--- src/rtl/bfr_pkg.sv ---
// Shared types and constants for the bitstream field reader.
// Depends on nothing; the digit shifter, the reader and the testbench refer to it by scoped names.
`timescale 1ns / 1ps

package bfr_pkg;

  // Buffer geometry. The position addresses single bits of the whole buffer.
  localparam int BUFFER_BYTES = 4096;
  localparam int BUF_AW       = $clog2(BUFFER_BYTES);
  localparam int POS_W        = BUF_AW + 3;

  // Field widths of the item ports.
  localparam int CMD_W    = 2;
  localparam int COUNT_W  = 6;
  localparam int VALUE_W  = 32;
  localparam int NEXTPOS_W = 15;

  // Largest number of bits that one read may take.
  localparam logic [COUNT_W-1:0] READ_MAX_BITS = 6'd32;

  // Command codes.
  localparam logic [CMD_W-1:0] CMD_LOAD   = 2'd0;
  localparam logic [CMD_W-1:0] CMD_READ   = 2'd1;
  localparam logic [CMD_W-1:0] CMD_REWIND = 2'd2;

  // Configuration register indexes.
  localparam int CFG_IDX_W = 2;
  localparam logic [CFG_IDX_W-1:0] CFG_SWAP_WORDS = 2'd0;
  localparam logic [CFG_IDX_W-1:0] CFG_LSB_FIRST  = 2'd1;

  // Word swap flips the two low byte address bits.
  localparam logic [BUF_AW-1:0] SWAP_MASK = BUF_AW'(3);

  // Read sequencer states.
  typedef enum logic [1:0] {
    S_IDLE,
    S_READ,
    S_DONE
  } state_t;

  // Controls from the sequencer to the digit shifter.
  typedef struct packed {
    logic               clear;
    logic               step;
    logic               lsb_first;
    logic [2:0]         offset;
    logic [3:0]         width;
    logic [COUNT_W-1:0] taken;
  } shift_ctrl_t;

endpackage

--- src/rtl/bfr_digit_shifter.sv ---
// Value accumulator that takes up to eight bits of one buffer byte per cycle in which it is stepped.
// Depends on bfr_pkg for widths and the shift control struct.
`timescale 1ns / 1ps

module bfr_digit_shifter (
  input  logic                               clk,
  input  bfr_pkg::shift_ctrl_t               ctrl,
  input  logic [7:0]                         digit,
  output logic [bfr_pkg::VALUE_W-1:0]        acc
);

  logic [3:0]                  rshift;
  logic [7:0]                  mask;
  logic [7:0]                  chunk;
  logic [bfr_pkg::VALUE_W-1:0] acc_next;

  // Select the run of bits that this byte contributes, right aligned.
  always_comb begin
    mask = 8'((16'h1 << ctrl.width) - 16'h1);
    if (ctrl.lsb_first) begin
      rshift = {1'b0, ctrl.offset};
    end else begin
      rshift = 4'd8 - {1'b0, ctrl.offset} - ctrl.width;
    end
    chunk = (digit >> rshift) & mask;
  end

  // LSB first places the run above the bits already taken; MSB first shifts it in.
  always_comb begin
    if (ctrl.lsb_first) begin
      acc_next = acc | ({{(bfr_pkg::VALUE_W-8){1'b0}}, chunk} << ctrl.taken[4:0]);
    end else begin
      acc_next = (acc << ctrl.width) | {{(bfr_pkg::VALUE_W-8){1'b0}}, chunk};
    end
  end

  always_ff @(posedge clk) begin
    if (ctrl.clear) begin
      acc <= '0;
    end else if (ctrl.step) begin
      acc <= acc_next;
    end
  end

endmodule

--- config.mk ---
export PLATFORM = sky130hd
export DESIGN_NAME = bfr_digit_shifter
export DESIGN_NICKNAME = d
export VERILOG_FILES = /design/src/rtl/bfr_pkg.sv /design/src/rtl/bfr_digit_shifter.sv
export SDC_FILE = /design/constraint.sdc
export NUM_CORES = 1
export LEC_CHECK = 0
export BUFFER_PORTS_ARGS = -buffer_cell sky130_fd_sc_hd__buf_2
export CAP_MARGIN = 25
export CORE_MARGIN = 2
export CORE_UTILIZATION = 64
export DETAILED_ROUTE_END_ITERATION = 7
export GPL_TIMING_DRIVEN = 0
export PLACE_DENSITY = 0.88
export SYNTH_ARGS = -nofsm -noshare
export SYNTH_HDL_FRONTEND = slang
export SYNTH_SLANG_ARGS = --single-unit
--- constraint.sdc ---
create_clock -name clk -period 7.3 [get_ports clk]
set_input_delay 0 -clock clk [delete_from_list [all_inputs] [get_ports clk]]
set_output_delay 0 -clock clk [all_outputs]
set_load 0.01 [all_outputs]
# After elaboration in Yosys (flattened, before gate mapping)
# Cells that the tools add are included.
classes:
  mux: 2
  addsub: 3
  shifts: 4
  n_bitwise: 3
ops:
  columns: ["operator", "n"]
  rows:
  - ["32-bit 2-to-1 mux", 1]
  - ["32-bit bitwise OR", 1]
  - ["32-bit by 8-bit bitwise OR with 32-bit output", 1]
  - ["32-bit by 4-bit left shift with 32-bit output", 1]
  - ["8-bit by 5-bit left shift with 32-bit output", 1]
  - ["8-bit bitwise AND", 1]
  - ["1-bit by 4-bit left shift with 8-bit output (first input constant)", 1]
  - ["8-bit by 4-bit right shift with 8-bit output", 1]
  - ["8-bit by 1-bit subtractor with 8-bit output (second input constant)", 1]
  - ["4-bit 2-to-1 mux", 1]
  - ["4-bit by 3-bit subtractor with 4-bit output (first input constant)", 1]
  - ["4-bit subtractor", 1]
word_totals:
  in_bits: 25
  register_bits: 32
  output_inout_bits: 32

# Longest topological paths before layout
depth:
  ltp_word: 8
  ltp_mapped: 14

# Worst setup path after synthesis
# Ideal clock, no wire load.
synth_path:
  kind: "input to register"
  startpoint: "input port ctrl[8] (netlist name)"
  endpoint: "register acc[15] (netlist name)"
  slack_ns: 3.463
  arrival_time_ns: 3.699
  path_stages: 14
  setup_time_ns: 0.137
  required_time_ns: 7.163
  path_cell_list: "clkbuf_1 inv_1 buf_1 clkbuf_1 ha_1 fa_1 mux2i_2 a21oi_1 a211oi_2 o221a_1 mux4_2 mux2_4 a311oi_1 a211oi_1"
synth_via:
  elab_chain_len: 7
  word_cells_on_any_way: 11
  cone_classes: "add/sub (2); shift (4); mux (2); bitwise (3)"
synth_lines:
  columns: ["item", "line", "text"]
  rows:
  - ["start: declaration", "bfr_digit_shifter.sv:7", "input bfr_pkg::shift_ctrl_t ctrl,"]
  - ["4-bit subtractor", "bfr_digit_shifter.sv:23", "rshift = 4'd8 - {1'b0, ctrl.offset} - ctrl.width;"]
  - ["4-bit 2-to-1 mux", "bfr_digit_shifter.sv:20", "if (ctrl.lsb_first) begin"]
  - ["8-bit by 4-bit right shift with 8-bit output", "bfr_digit_shifter.sv:25", "chunk = (digit >> rshift) & mask;"]
  - ["8-bit bitwise AND", "bfr_digit_shifter.sv:25", null]
  - ["8-bit by 5-bit left shift with 32-bit output", "bfr_digit_shifter.sv:31", "acc_next = acc | ({{(bfr_pkg::VALUE_W-8){1'b0}}, chunk} << ctrl.taken[4:0]);"]
  - ["32-bit bitwise OR", "bfr_digit_shifter.sv:31", null]
  - ["32-bit 2-to-1 mux *", "bfr_digit_shifter.sv:30", "if (ctrl.lsb_first) begin"]
  - ["end signal: assignment", "bfr_digit_shifter.sv:41", "acc <= acc_next;"]
  - ["end: declaration", "bfr_digit_shifter.sv:9", "output logic [bfr_pkg::VALUE_W-1:0] acc"]
# Mark *: on every way between the ends. The rest lies on a longest branch, timed or not.
# A chain may end at the register's enable or synchronous reset.

# Worst setup path in the final report
layout_path:
  startpoint: "input port ctrl[8] (netlist name)"
  endpoint: "register acc[28] (netlist name)"
# Same word-level chain as after synthesis.

==> results_dict.tcl <==
set metrics [dict create \
    peakVddDrop_mv 0.09585 \
    critPathKind "input port to flip-flop" \
    synth_cell_types 71 \
    p_total_uw 715.0 \
    dp_hpwl_um 11910 \
    cp_slowest_cell "mux4_2" \
    die_x_um 83.26 \
    whs_path_depth 4 \
    pre_cts_ws_ns 2.400 \
    std_cell_rows 28 \
    slowest_delay_ns 0.61 \
    synth_common_cells "nand2_1, nor2_1, clkbuf_1, dfxtp_1" \
    drtPass1Iterations 6 \
    grt_setup_unrepaired "no" \
    start_util_pct 67.11 \
    crit_fanout 10 \
    cts_tree "yes" \
    fin_ws_ns 2.571 \
    gr-total-overflow 0 \
    grt_max_degree 11 \
    synth_top_family_by_area "compound AO/OA/AOI/OAI gates" \
    cap_violations 0 \
    arrival_ns 4.94 \
    largest_reg_flops 32 \
    cts_setup_buffers 0 \
    p_per_area_nw_per_um2 159.7 \
    yosysTopAreaCell "dfxtp_1" \
    fin_cells 635 \
    drc 0 \
    cp_common_cell "clkbuf_1" \
    clk_latency_ns 0.30 \
    p_leak_uw 0.001771 \
    cp-start-kind "input port" \
    num_vias 4929 \
    outcome "completed" \
    hold_end "acc[18]" \
    synth_edf_count 0 \
    slew_headroom_pct 30.11 \
    finalHoldViolations 0 \
    synth_mux_area_share_pct 26.02 \
    required_ns 7.51 \
    port_buffers 51 \
    synth_fa_ha_area_share_pct 2.054 \
    dp_cells 627 \
    period_minus_slack_ns 4.729 \
    cts_root_buf "clkbuf_8" \
    antenna_cells 0 \
    skew_ns 0.009134 \
    num_io_pins 57 \
    clkTransAtPathRegs_ns 0.08 \
    yosysWarningCount 0 \
    syn_to_final_growth_pct 11.36 \
    wl_um 15790 \
    tns_ns 0 \
    gp_routability_congestion 1.064 \
    wl_per_cell_um 24.86 \
    cts_resized 0 \
    yosysTopAreaCellShare_pct 15.94 \
    cts.hold.buffers_added 0 \
    synth_ff_type "dfxtp_1" \
    finalCritPeriodShare_pct 64.78 \
    netlist_instances 501 \
    finalSetupViolCount 0 \
    grt_pass1_vias 4530 \
    htreeDepth 2 \
    synth_xor_area_share_pct 0.9960 \
    fill_cells 487 \
    ff2ff_path_depth 8 \
    die_h_um 83.26 \
    grt_pass1_wl_um 24850 \
    synth-simple-area-share_pct 19.11 \
    path_cells "clkbuf_1, inv_1, buf_1, clkbuf_1, ha_1, fa_1, mux2i_2, a21oi_1, a211oi_2, o221ai_1, mux4_2, o211ai_1, a311oi_1, nor3_1" \
    drtIter0Drc 889 \
    core_area_sq_um 5991 \
    cp_num_buf_inv 4 \
    tightestPinTransition_ns 1.039 \
    synth_compound_area_share_pct 29.75 \
    ys_top_cells_by_area "dfxtp_1, mux4_2, mux2i_1" \
    fin_nets 590 \
    synth_nets 532 \
    synth_area_sq_um 4020 \
    critPathTopFamily "buffers and inverters" \
    reg2reg_to "acc[30]" \
    min_from "ctrl[4]" \
    cts.sinks 32 \
    final_max_slew_viol_count 0 \
    syn_avg_cell_area_sq_um 8.024 \
    vias_per_cell 7.762 \
    cts_buffers 5 \
    reg2reg_from "acc[17]" \
    rrSetupSlack_ns 4.97 \
    ys_ff_latch 32 \
    drive_gt1_share_pct 20.18 \
    die_area_sq_um 6931 \
    antenna_found_initial 0 \
    end_kind "flip-flop" \
    largest_register "acc" \
    synth-async-reset-ratio_pct 0 \
    grt_usage_pct 45.34 \
    cts_buffer_depth 2 \
    maxClockFrequency_mhz 211.5 \
    postRouteAntennaNets 0 \
    reg_top3 "acc x32" \
    seq_area_frac_synth_pct 15.94 \
    hold_class "input port to flip-flop" \
]
==> worst max path at each step <==
stage	from	endpoint	slack [ns]	cells after the start
detailed placement	ctrl[8]	acc[29]	2.40	13
global route	ctrl[8]	acc[29]	2.37	13
floorplan	ctrl[8]	acc[15]	3.46	14
finish	ctrl[8]	acc[28]	2.57	14
global placement	ctrl[8]	acc[29]	2.49	13
CTS	ctrl[8]	acc[29]	2.68	13
==> placed cells by master, fill, tap and decap left out, drive strengths merged, types with 12 or more instances in the layout <==
master | netlist | final
nor2 | 52 | 52
nor3 | 20 | 20
clkbuf | 33 | 39
mux2 | 12 | 12
mux2i | 32 | 32
buf | 10 | 61
a211oi | 17 | 17
dfxtp | 32 | 32
a21oi | 28 | 28
mux4 | 25 | 25
a311oi | 13 | 13
nand2 | 52 | 52
o21ai | 30 | 30
inv | 16 | 16
==> power by group <==
group          internal, uW  switching [uW]
sequential              188            22.6
combinational           126             202
clock                   101            75.2
total                   415             300
==> final cells by class <==
| cell class | instances | area (sq um) | area share, % |
|---|---|---|---|
| multi-input cells | 407 | 3133 | 69.98 |
| repair buffers | 51 | 255.2 | 5.702 |
| flip-flops and latches | 32 | 640.6 | 14.31 |
| well taps | 75 | 93.84 | 2.096 |
| inverters | 19 | 71.32 | 1.593 |
| clock inverters | 2 | 35.03 | 0.7826 |
| clock buffers | 6 | 72.57 | 1.621 |
| plain buffers | 43 | 175.2 | 3.913 |
==> per-stage QoR <==
step	utilization (%)	instance area [sq um]	hold slack, ns
6_report	74.73	4477	0.2202
5_1_grt	74.73	4477	0.3004
4_1_cts	74.73	4477	0.1979
3_5_place_dp	72.93	4369	0.4116
3_3_place_gp	72.93	4369	0.4126
2_1_floorplan	-	4020	0.3033
==> kinds of logic (layout without fill, tap and decap cells) <==
family	after synthesis	count (layout)
flip-flops	32	32
XOR/XNOR	3	3
buffers and inverters	62	121
AO/OA/AOI/OAI	162	162
multiplexers	69	69
adder cells (fa/ha/maj)	6	6
AND/OR/NAND/NOR	167	167
==> layer usage <==
| layer | wire, um | GRT usage [%] |
|---|---|---|
| met2 | 6916 | 69.50 |
| met4 | 1165 | 27.72 |
| met5 | 0 | 0 |
| met1 | 5416 | 57.50 |
| met3 | 2286 | 10.93 |
==> worst min-delay path, delay by kind of cell <==
kind	cells	cell delay, ns
AO/OA/AOI/OAI	1	0.20
AND/OR/NAND/NOR	2	0.18
buffers and inverters	1	0.10
Note: power is estimated with default switching activity, not from simulation.
